[src/hw/rtl/esm_pkg.sv]
// ---------------------------------------------------------------------------
// esm_pkg
// Shared types, event codes and the deadline table of the event sequence
// monitor.
// ---------------------------------------------------------------------------
package esm_pkg;

  // Result codes reported per event
  typedef enum logic [2:0] {
    RES_OK      = 3'd0,
    RES_LOCKED  = 3'd1,
    RES_UNKNOWN = 3'd2,
    RES_TIME    = 3'd3,
    RES_ORDER   = 3'd4
  } result_e;

  // Known event codes
  localparam logic [15:0] EV_LOAD_START  = 16'd1024;
  localparam logic [15:0] EV_LOAD_STEP1  = 16'd1025;
  localparam logic [15:0] EV_LOAD_STEP2  = 16'd1026;
  localparam logic [15:0] EV_LOAD_STEP3  = 16'd1027;
  localparam logic [15:0] EV_LOAD_STEP4  = 16'd1028;
  localparam logic [15:0] EV_LOAD_DONE   = 16'd1029;
  localparam logic [15:0] EV_LOAD_CLEAR  = 16'd1030;
  localparam logic [15:0] EV_1040        = 16'd1040;
  localparam logic [15:0] EV_EXEMPT      = 16'd1041;
  localparam logic [15:0] EV_1050        = 16'd1050;
  localparam logic [15:0] EV_1051        = 16'd1051;
  localparam logic [15:0] EV_1052        = 16'd1052;
  localparam logic [15:0] EV_FREEZE_ARM  = 16'd1060;
  localparam logic [15:0] EV_FREEZE_USE  = 16'd1061;
  localparam logic [15:0] EV_JOURNAL_ARM = 16'd1070;
  localparam logic [15:0] EV_JOURNAL_USE = 16'd1071;
  localparam logic [15:0] EV_1072        = 16'd1072;

  // Load-chain masks expected before each step
  localparam logic [4:0] LOAD_MASK_1  = 5'd1;
  localparam logic [4:0] LOAD_MASK_3  = 5'd3;
  localparam logic [4:0] LOAD_MASK_7  = 5'd7;
  localparam logic [4:0] LOAD_MASK_15 = 5'd15;
  localparam logic [4:0] LOAD_MASK_31 = 5'd31;

  localparam int unsigned FieldBytesIn = 16;  // 128 payload bits
  localparam int unsigned FieldBytesOut = 2;  // 10 payload bits, padded

  // Ordering state
  typedef struct packed {
    logic [4:0] load_progress;
    logic       freeze_armed;
    logic       journal_armed;
  } ctrl_t;

  // Verdict of one event, from the checker to the state registers
  typedef struct packed {
    result_e code;
    logic    accept;
    ctrl_t   next;
  } verdict_t;

  typedef struct packed {
    logic        known;
    logic [31:0] limit;
  } deadline_t;

  function automatic deadline_t deadline_of(input logic [15:0] code);
    deadline_t d;
    d.known = 1'b1;
    unique case (code)
      EV_LOAD_START:  d.limit = 32'd1;
      EV_LOAD_STEP1:  d.limit = 32'd50;
      EV_LOAD_STEP2:  d.limit = 32'd8000;
      EV_LOAD_STEP3:  d.limit = 32'd10;
      EV_LOAD_STEP4:  d.limit = 32'd2000;
      EV_LOAD_DONE:   d.limit = 32'd10;
      EV_LOAD_CLEAR:  d.limit = 32'd10;
      EV_1040:        d.limit = 32'd100;
      EV_EXEMPT:      d.limit = 32'd30000;
      EV_1050:        d.limit = 32'd1;
      EV_1051:        d.limit = 32'd2000;
      EV_1052:        d.limit = 32'd25000;
      EV_FREEZE_ARM:  d.limit = 32'd1;
      EV_FREEZE_USE:  d.limit = 32'd0;
      EV_JOURNAL_ARM: d.limit = 32'd100;
      EV_JOURNAL_USE: d.limit = 32'd2000;
      EV_1072:        d.limit = 32'd5000;
      default: begin
        d.known = 1'b0;
        d.limit = 32'hFFFF_FFFF;
      end
    endcase
    return d;
  endfunction

endpackage

[src/hw/rtl/esm_ram.sv]
// ---------------------------------------------------------------------------
// esm_ram
// Generic single-write, single-read RAM with registered read data.
// ---------------------------------------------------------------------------
module esm_ram #(
  parameter int unsigned WIDTH = 8,
  parameter int unsigned DEPTH = 64
) (
  input  logic                                        clk_i,
  input  logic                                        wr_en_i,
  input  logic [((DEPTH > 1) ? $clog2(DEPTH) : 1)-1:0] wr_addr_i,
  input  logic [WIDTH-1:0]                            wr_data_i,
  input  logic                                        rd_en_i,
  input  logic [((DEPTH > 1) ? $clog2(DEPTH) : 1)-1:0] rd_addr_i,
  output logic [WIDTH-1:0]                            rd_data_o
);

  logic [WIDTH-1:0] mem_q [DEPTH];
  logic [WIDTH-1:0] rd_data_q;

  always_ff @(posedge clk_i) begin
    if (wr_en_i) begin
      mem_q[wr_addr_i] <= wr_data_i;
    end
    if (rd_en_i) begin
      rd_data_q <= mem_q[rd_addr_i];
    end
  end

  assign rd_data_o = rd_data_q;

endmodule

[src/hw/rtl/esm_eval.sv]
// ---------------------------------------------------------------------------
// esm_eval
// Single-pass rule check of one event: lock, code lookup, time, deadline
// and ordering, plus the next ordering state.
// ---------------------------------------------------------------------------
module esm_eval (
  input  logic              locked_i,
  input  logic [15:0]       event_code_i,
  input  logic [63:0]       timestamp_ms_i,
  input  logic [31:0]       duration_ms_i,
  input  logic [63:0]       last_time_i,
  input  logic              log_full_i,
  input  esm_pkg::ctrl_t    state_i,
  output esm_pkg::verdict_t verdict_o
);

  esm_pkg::deadline_t dl;
  esm_pkg::ctrl_t     next;
  logic               order_ok;
  logic               late;

  assign dl   = esm_pkg::deadline_of(event_code_i);
  assign late = (dl.limit != 32'd0) && (event_code_i != esm_pkg::EV_EXEMPT)
                && (duration_ms_i > dl.limit);

  // Ordering rules
  always_comb begin
    next     = state_i;
    order_ok = 1'b1;
    unique case (event_code_i)
      esm_pkg::EV_LOAD_START: next.load_progress = esm_pkg::LOAD_MASK_1;
      esm_pkg::EV_LOAD_STEP1: begin
        order_ok           = (state_i.load_progress == esm_pkg::LOAD_MASK_1);
        next.load_progress = esm_pkg::LOAD_MASK_3;
      end
      esm_pkg::EV_LOAD_STEP2: begin
        order_ok           = (state_i.load_progress == esm_pkg::LOAD_MASK_3);
        next.load_progress = esm_pkg::LOAD_MASK_7;
      end
      esm_pkg::EV_LOAD_STEP3: begin
        order_ok           = (state_i.load_progress == esm_pkg::LOAD_MASK_7);
        next.load_progress = esm_pkg::LOAD_MASK_15;
      end
      esm_pkg::EV_LOAD_STEP4: begin
        order_ok           = (state_i.load_progress == esm_pkg::LOAD_MASK_15);
        next.load_progress = esm_pkg::LOAD_MASK_31;
      end
      esm_pkg::EV_LOAD_DONE: begin
        order_ok = (state_i.load_progress == esm_pkg::LOAD_MASK_31);
      end
      esm_pkg::EV_LOAD_CLEAR:  next.load_progress = '0;
      esm_pkg::EV_FREEZE_ARM:  next.freeze_armed = 1'b1;
      esm_pkg::EV_FREEZE_USE:  order_ok = state_i.freeze_armed;
      esm_pkg::EV_JOURNAL_ARM: next.journal_armed = 1'b1;
      esm_pkg::EV_JOURNAL_USE: begin
        order_ok           = state_i.journal_armed;
        next.journal_armed = 1'b0;
      end
      default: ;
    endcase
  end

  // First failing check decides
  always_comb begin
    verdict_o.accept = 1'b0;
    verdict_o.next   = state_i;
    if (locked_i) begin
      verdict_o.code = esm_pkg::RES_LOCKED;
    end else if (!dl.known) begin
      verdict_o.code = esm_pkg::RES_UNKNOWN;
    end else if (log_full_i || (timestamp_ms_i < last_time_i) || late) begin
      verdict_o.code = esm_pkg::RES_TIME;
    end else if (!order_ok) begin
      verdict_o.code = esm_pkg::RES_ORDER;
    end else begin
      verdict_o.code   = esm_pkg::RES_OK;
      verdict_o.accept = 1'b1;
      verdict_o.next   = next;
    end
  end

endmodule

[src/hw/rtl/event_sequence_monitor.sv]
// ---------------------------------------------------------------------------
// event_sequence_monitor
// Checks timed events against the known-code/deadline table and ordering
// rules, logs accepted events and returns one verdict per event.
// ---------------------------------------------------------------------------
//  Channel   Dir  Handshake                      Payload
//  s_axis    in   s_axis_tvalid_i/tready_o       event (code, time, dur, status)
//  m_axis    out  m_axis_tvalid_o/tready_i       verdict (result, entry count)
//  cfg       in   cfg_valid_i/cfg_ready_o        locked bit
//
//  One event per cycle sustained unless m_axis stalls; each event passes
//  the input register, then the result register. All checks run in one
//  pass between them, so the ordering state is current for back-to-back events.
//  rst_ni is asynchronous, active low; it clears control state and the
//  entry count. Log contents are not cleared and are never read back.
//  A stalled output holds the result; the input register keeps taking
//  requests as long as the result register can drain.
// ---------------------------------------------------------------------------
module event_sequence_monitor #(
  parameter int unsigned LOG_DEPTH = 64
) (
  input  logic         clk_i,
  input  logic         rst_ni,
  // [15:0] event_code, [79:16] timestamp_ms, [111:80] duration_ms,
  // [127:112] event_status
  input  logic         s_axis_tvalid_i,
  output logic         s_axis_tready_o,
  input  logic [127:0] s_axis_tdata_i,
  // [2:0] result_code, [9:3] entries_logged, [15:10] zero
  output logic         m_axis_tvalid_o,
  input  logic         m_axis_tready_i,
  output logic [15:0]  m_axis_tdata_o,
  // locked register write
  input  logic         cfg_valid_i,
  output logic         cfg_ready_o,
  input  logic         cfg_data_i
);

  localparam int unsigned AddrW  = (LOG_DEPTH > 1) ? $clog2(LOG_DEPTH) : 1;
  localparam int unsigned CountW = $clog2(LOG_DEPTH + 1);
  localparam int unsigned LogW   = 128;

  // Config register
  logic locked_q;

  // Input register
  logic         in_valid_q;
  logic [127:0] in_data_q;
  logic         advance;

  // Monitor state
  esm_pkg::ctrl_t    ctrl_q;
  logic [CountW-1:0] count_q, count_d;
  logic [63:0]       last_time_q;
  logic              log_full;

  // Result register
  logic       out_valid_q;
  logic [2:0] out_result_q;
  logic [6:0] out_count_q;

  esm_pkg::verdict_t verdict;
  logic [CountW+6:0] count_ext;
  logic [LogW-1:0]   log_entry;

  // Evaluate when an event waits and the result slot is free or draining
  assign advance         = in_valid_q && (!out_valid_q || m_axis_tready_i);
  assign s_axis_tready_o = !in_valid_q || advance;
  assign cfg_ready_o     = 1'b1;

  assign log_full = (count_q >= CountW'(LOG_DEPTH));

  esm_eval u_eval (
    .locked_i       (locked_q),
    .event_code_i   (in_data_q[15:0]),
    .timestamp_ms_i (in_data_q[79:16]),
    .duration_ms_i  (in_data_q[111:80]),
    .last_time_i    (last_time_q),
    .log_full_i     (log_full),
    .state_i        (ctrl_q),
    .verdict_o      (verdict)
  );

  assign count_d   = verdict.accept ? count_q + CountW'(1) : count_q;
  assign count_ext = {7'd0, count_d};

  // Log layout: time, duration, status, code (code in the low bits)
  assign log_entry = {in_data_q[79:16], in_data_q[111:80],
                      in_data_q[127:112], in_data_q[15:0]};

  esm_ram #(
    .WIDTH (LogW),
    .DEPTH (LOG_DEPTH)
  ) u_log (
    .clk_i     (clk_i),
    .wr_en_i   (advance && verdict.accept),
    .wr_addr_i (count_q[AddrW-1:0]),
    .wr_data_i (log_entry),
    .rd_en_i   (1'b0),
    .rd_addr_i ('0),
    .rd_data_o ()
  );

  always_ff @(posedge clk_i or negedge rst_ni) begin
    if (!rst_ni) begin
      locked_q <= 1'b0;
    end else if (cfg_valid_i) begin
      locked_q <= cfg_data_i;
    end
  end

  always_ff @(posedge clk_i or negedge rst_ni) begin
    if (!rst_ni) begin
      in_valid_q <= 1'b0;
    end else if (s_axis_tready_o) begin
      in_valid_q <= s_axis_tvalid_i;
    end
  end

  always_ff @(posedge clk_i) begin
    if (s_axis_tvalid_i && s_axis_tready_o) begin
      in_data_q <= s_axis_tdata_i;
    end
  end

  // State moves only on an accepted event
  always_ff @(posedge clk_i or negedge rst_ni) begin
    if (!rst_ni) begin
      ctrl_q      <= '0;
      count_q     <= '0;
      last_time_q <= '0;
    end else if (advance && verdict.accept) begin
      ctrl_q      <= verdict.next;
      count_q     <= count_d;
      last_time_q <= in_data_q[79:16];
    end
  end

  always_ff @(posedge clk_i or negedge rst_ni) begin
    if (!rst_ni) begin
      out_valid_q <= 1'b0;
    end else if (advance) begin
      out_valid_q <= 1'b1;
    end else if (m_axis_tready_i) begin
      out_valid_q <= 1'b0;
    end
  end

  always_ff @(posedge clk_i) begin
    if (advance) begin
      out_result_q <= verdict.code;
      out_count_q  <= count_ext[6:0];
    end
  end

  assign m_axis_tvalid_o = out_valid_q;
  assign m_axis_tdata_o  = {6'd0, out_count_q, out_result_q};

endmodule

[config.mk]
export PLATFORM = sky130hd
export DESIGN_NAME = event_sequence_monitor
export DESIGN_NICKNAME = d
export VERILOG_FILES = /design/src/hw/rtl/esm_pkg.sv /design/src/hw/rtl/esm_ram.sv /design/src/hw/rtl/esm_eval.sv /design/src/hw/rtl/event_sequence_monitor.sv
export SDC_FILE = /design/constraint.sdc
export NUM_CORES = 1
export LEC_CHECK = 0
export CAP_MARGIN = 20
export CORE_UTILIZATION = 62
export CTS_CLUSTER_DIAMETER = 200
export DETAILED_ROUTE_END_ITERATION = 12
export DONT_BUFFER_PORTS = 1
export PLACE_DENSITY = 0.74
export RECOVER_POWER = 100
export SYNTH_ARGS = -nofsm -noshare
export SYNTH_HDL_FRONTEND = slang
export SYNTH_SLANG_ARGS = --single-unit
export TNS_END_PERCENT = 1
[constraint.sdc]
create_clock -name clk_i -period 6.2 [get_ports clk_i]
set_input_delay 0 -clock clk_i [delete_from_list [all_inputs] [get_ports clk_i]]
set_output_delay 0 -clock clk_i [all_outputs]
set_load 0.05 [all_outputs]
# After elaboration in Yosys (flattened, before gate mapping)
# Cells that the tools add are included.
word_totals:
  out_inout_bits: 19
  regBits: 203
classes:
  bitwise: 3
  n_lt_le_gt_ge: 3
  n_mux: 16
  n_eq_ne: 23
  reduce_logical: 24
  n_addsub: 1
ops:
  columns: ["op", "count"]
  rows:
  - ["case mux 32 bit (10 select lines)", 1]
  - ["== test 16 x 11 -> 1 bit, second input constant", 17]
  - ["< comparator 64 bit", 1]
  - ["greater-than comparator 32 bit", 1]
  - ["two-way mux 8 bit", 4]
  - ["nonzero test 32 bit", 1]
  - ["case mux 5 bit (6 select lines)", 1]
  - ["AND reduction 6 bit", 3]
  - ["OR reduction 17 bit", 1]
  - ["inequality test 16 x 11 -> 1 bit, second input constant", 1]
  - ["OR reduction 3 bit", 4]
  - ["adder 7 x 1 -> 7 bit, second input constant", 1]
  - [">= comparator 7 bit, second input constant", 1]
  - ["two-way mux 7 bit", 1]
  - ["case mux 1 bit (7 select lines)", 1]
  - ["nonzero test 6 bit", 1]
  - ["== test 5 x 1 -> 1 bit, second input constant", 1]
  - ["== test 5 x 2 -> 1 bit, second input constant", 1]
  - ["== test 5 x 3 -> 1 bit, second input constant", 1]
  - ["== test 5 x 4 -> 1 bit, second input constant", 1]
  - ["== test 5 bit, second input constant", 1]
  - ["logical AND 1 bit", 5]
  - ["logical OR 1 bit", 4]
  - ["two-way mux 1 bit", 4]
  - ["other kinds (7)", 12]

# Longest topological paths before layout
logic_depth:
  ltp_word: 12
  depth_mapped: 21
  depth_no_buf: 17

# Modules after synthesis
# Synthesis repeated with hierarchy kept, for this count alone.
unflattened:
  hier_cells: 799
  hier_area_um2: 10422.5
by_module_without_submodules:
  columns: ["mod", "area_per_inst_um2", "seq_area_each_um2", "cells_each", "instances"]
  rows:
  - ["event_sequence_monitor", 7138.1, 5690.5, 333, 1]
  - ["esm_eval", 3284.4, 0.0, 466, 1]

# Least setup slack after synthesis
# Ideal clock, no wire load.
synth_path:
  path_kind: "register to register"
  startpoint: "reg in_data_q[2]"
  endpoint: "reg last_time_q[1]"
  period_less_slack_ns: 4.801
  path_stages_with_launch: 19
  setup_time_ns: 0.127
  setup_slack_ns: 1.399
  arrival_ns: 4.673
  path_buffers: 4
  cell_sequence: "edfxtp_1 > clkbuf_1 > or4b_1 > a21oi_1 > o21ai_0 > a21oi_1 > or4_1 > clkbuf_1 > ha_1 > a21o_1 > a211o_1 > a31o_2 > o31ai_1 > a31oi_1 > nor3b_4 > and3_4 > buf_12 > buf_8 > mux2_1"
synth_between:
  elab_chain_len: 11
  elab_cells_between_ends: 36
synth_rtl:
  columns: ["item", "line", "rtl"]
  rows:
  - ["start, declared", "event_sequence_monitor.sv:48", "logic [127:0] in_data_q;"]
  - ["start signal, assigned", "event_sequence_monitor.sv:122", "in_data_q <= s_axis_tdata_i;"]
  - ["branches (longest 8 deep; another with greater-than comparator 32 bit)", null, null]
  - ["two-way mux 8 bit (*)", "esm_eval.sv:69", "end else if (!dl.known) begin"]
  - ["two-way mux 8 bit (*)", "esm_eval.sv:67", "if (locked_i) begin"]
  - ["logical AND 1 bit (*)", "event_sequence_monitor.sv:132", "end else if (advance && verdict.accept) begin"]
  - ["end signal, assigned", "event_sequence_monitor.sv:135", "last_time_q <= in_data_q[79:16];"]
  - ["end, declared", "event_sequence_monitor.sv:54", "logic [63:0] last_time_q;"]
# Every way passes the cells marked *.
# A chain may end at the register's enable or synchronous reset.

# Final worst setup path
layout_path:
  startpoint: "reg in_data_q[0]"
  endpoint: "reg last_time_q[21]"
# The elaborated chain is that of the path after synthesis.

==> impl_metrics.ini <==
[logic_synthesis]
ys_ff_latch = 203
synth-edff-count = 122
syn-cell-area_sq_um = 10500
synth_area_leader_cell = edfxtp_1
ys_warn_count = 0
yosys-top-cells-area = edfxtp_1 (35%), dfrtp_1 (19%), ha_1 (12%), mux2_4 (8.6%), inv_1 (2.7%)
syn_inst = 792
synth-async-reset-ratio = 0.399
synth.avg_cell_area_sq_um = 13.2
synth_top_area_frac = 0.350
synth_cell_types = 74
ys_dominant_reg_cell = edfxtp_1
seq_area_frac_synth = 0.544

[status]
outcome = complete, but fails checks
violations = max-capacitance violations, max-slew violations

[place]
io_buffers = 0
gp_routability_congestion = 0.849
dpl.hpwl_um = 13500
place_area_sq_um = 10600

[worst_setup_path]
critPathLaunchType = flip-flop
arrival_ns = 5.97
path_class = reg2reg
cp-end-kind = flip-flop
critPathSlowestCell = edfxtp_1
cp.required_ns = 6.58
worstPathCellList = nor2_1 > clkbuf_1 > a32oi_1 > o21ai_0 > and2_0 > or4_4 > nand2_1 > or2_2 > a41oi_1 > ha_1 > nand4_1 > nor2_1 > a31o_2 > o31ai_1 > a31oi_1 > nor3b_4 > and3_4 > buf_4 > mux2_1
critPathMostFrequentCell = nor2_1
reg2reg_depth = 19
slowest_delay_ns = 0.58
path_max_fanout = 18

[sta]
tns_ns = 0
fmax_ghz = 0.179
hold_viol = 0
setup_viol_count_final = 0
worst_slew_pin_slew_ns = 4.45
grt_setup_unrepaired = no
slew_violations = 138
max_slew_margin = -1.97
hold_ws_ns = 0.0848
min_period_ns = 5.59
fin_crit_sh = 0.902
skew_ns = 0.0123

[finish]
layout-area-overhead-vs-synth_pct = 17.1
final_core_util = 0.741
diodes = 0
nNetsFinal = 1152
drive_above_1_share = 0.0746
nFillCells = 1093
stdcell_area_sq_um = 12200

[drt]
drt_iter0_drc = 433
wl_um = 21400
num_vias = 6666
dr.pass1.iters = 4
drc_errors = 0
drt-wirelength-per-cell_um = 18.4
ant_nets = 0
routed_via_density = 5.76

[floorplan]
rows = 47
core_sq_um = 16500
die_w_um = 132
die_y_um = 132
ios = 153
die_area_sq_um = 17400
initial_utilization = 0.633

[grt]
grtUsageTotal = 0.256
grt_pass1_wl_um = 35700
grt_pass1_vias = 7345
antenna_found_initial = 0
grt_max_degree = 82
gr-total-overflow = 0

[clocking]
postCtsSetupBuffers = 0
cts.sinks = 203
cts_tree = yes
htreeDepth = 1
clock_path_buffers = 3
clkSlewWorstSetupHoldPaths_ns = 0.06
cts_root_buf = clkbuf_16
cts_buffers = 23
insertion_delay_ns = 0.51

[power]
p_per_area_nw_per_um2 = 252
leakagePower_nw = 5.09
peakVddDrop_mv = 0.299
p_total_mw = 3.08

[flow_run]
maxCapViolCount = 2

[worst_hold_path]
hold_class = in2reg
worstHoldPathCells = 2
[registers in the layout (all words and copies together) (netlist names)]
register	cells
in_valid_q	1
ctrl_q	7
out_count_q	7
m_axis_tvalid_o	1
out_result_q	3
in_data_q	112
locked_q	1
last_time_q	64
count_q	7
[synthesized netlist by cell type (3+ instances only)]
master / number
buf_2: 6
o211ai_1: 3
clkbuf_1: 9
nor4_1: 3
a21o_1: 11
inv_1: 75
o21ai_0: 28
ha_1: 97
a21oi_1: 37
xnor2_1: 14
nand2_1: 40
nor2b_1: 9
mux2_1: 5
a31oi_1: 6
nor2_1: 24
and2_1: 7
edfxtp_1: 122
a31o_2: 5
o21a_1: 3
a21boi_0: 3
mux2_4: 60
a32oi_1: 3
buf_12: 7
dfrtp_1: 81
a211oi_1: 4
nand3_1: 14
and3_1: 9
buf_4: 7
nand4_1: 28
nand2b_1: 6
nor3_1: 8
a41oi_1: 4
[metal layers]
layer / up-vias / routed length [um] / track usage / share of wire
li1: 3174 / - / - / -
met1: 3283 / 9060 / 0.321 / 0.42
met2: 165 / 10900 / 0.458 / 0.51
met3: 44 / 776 / 0.0342 / 0.036
met4: 0 / 569 / 0.0807 / 0.027
met5: - / 0 / 0 / 0
[final cells by class]
| cell class | instances | area (sq um) | share of cell area |
|---|---|---|---|
| multi-input cells | 488 | 4000 | 0.327 |
| clock buffers | 30 | 622 | 0.0508 |
| inverters | 75 | 282 | 0.0230 |
| well taps | 220 | 275 | 0.0225 |
| repair buffers | 130 | 1280 | 0.105 |
| clock inverters | 12 | 96.3 | 0.00787 |
| flip-flops and latches | 203 | 5690 | 0.465 |
[worst max-delay path, delay by kind of cell, from the launching register on]
family	cells	cell delay (ns)
AND/OR/NAND/NOR	9	2.45
AO/OA/AOI/OAI	6	1.12
flip-flops	1	0.58
adder cells (fa/ha/maj)	1	0.29
multiplexers	1	0.37
buffers and inverters	2	0.63
[path summary, 6_finish.rpt]
kind | startpoint | endpoint | slack, ns
setup / recovery | in_data_q[0] | last_time_q[21] | 0.61
hold / removal | m_axis_tready_i | in_valid_q | 0.08
setup reg to reg | in_data_q[0] | last_time_q[21] | 0.61
hold reg to reg | ctrl_q[1] | ctrl_q[1] | 0.49
max in group asynchronous | rst_ni | last_time_q[2] | 2.03
min in group asynchronous | rst_ni | last_time_q[18] | 1.66
[report_power, final]
group          switching (mW)  total, mW  leakage, nW  internal [mW]
clock                   0.545       1.30        0.362          0.752
sequential             0.0549       1.56         2.27           1.51
combinational           0.121      0.223         2.45          0.101
total                   0.721       3.08         5.09           2.36
[stage by stage]
step	cells	setup WS, ns
floorplan	797	1.40
global placement	997	0.566
detailed placement	998	0.442
CTS	1158	0.403
global route	1158	0.200
finish	1158	0.609
[placed cells by master (no fill, tap or decap), types with 14 or more instances in the layout]
cell           synthesis  layout
clkbuf_16              0      23
dfrtp_1               81      81
nand4_1               28      28
nand3_1               14      14
a21oi_1               37      37
o21ai_0               28      28
edfxtp_1             122     122
mux2_1                 5      64
nand2_1               40      40
nor2_1                24      24
inv_1                 75      75
dlygate4sd3_1          0     117
ha_1                  97      97
xnor2_1               14      14
[kinds of logic after synthesis]
logic type / count (synthesis) / synth area share
flops: 203 / 0.544
simple gates: 172 / 0.0969
compound gates: 130 / 0.0817
buf+inv: 106 / 0.0540
fa+ha+maj: 97 / 0.116
mux: 68 / 0.0947
xor+xnor: 14 / 0.0117
other cells: 2 / 0.000718
[what timing repair did]
action / CTS / global route
hold endpoints to repair: 196 / 0
hold buffers: 118 / 0
endpoints found under the setup margin: 0 / 8
resized for setup: 0 / 1
(Power assumes the default switching activity.)
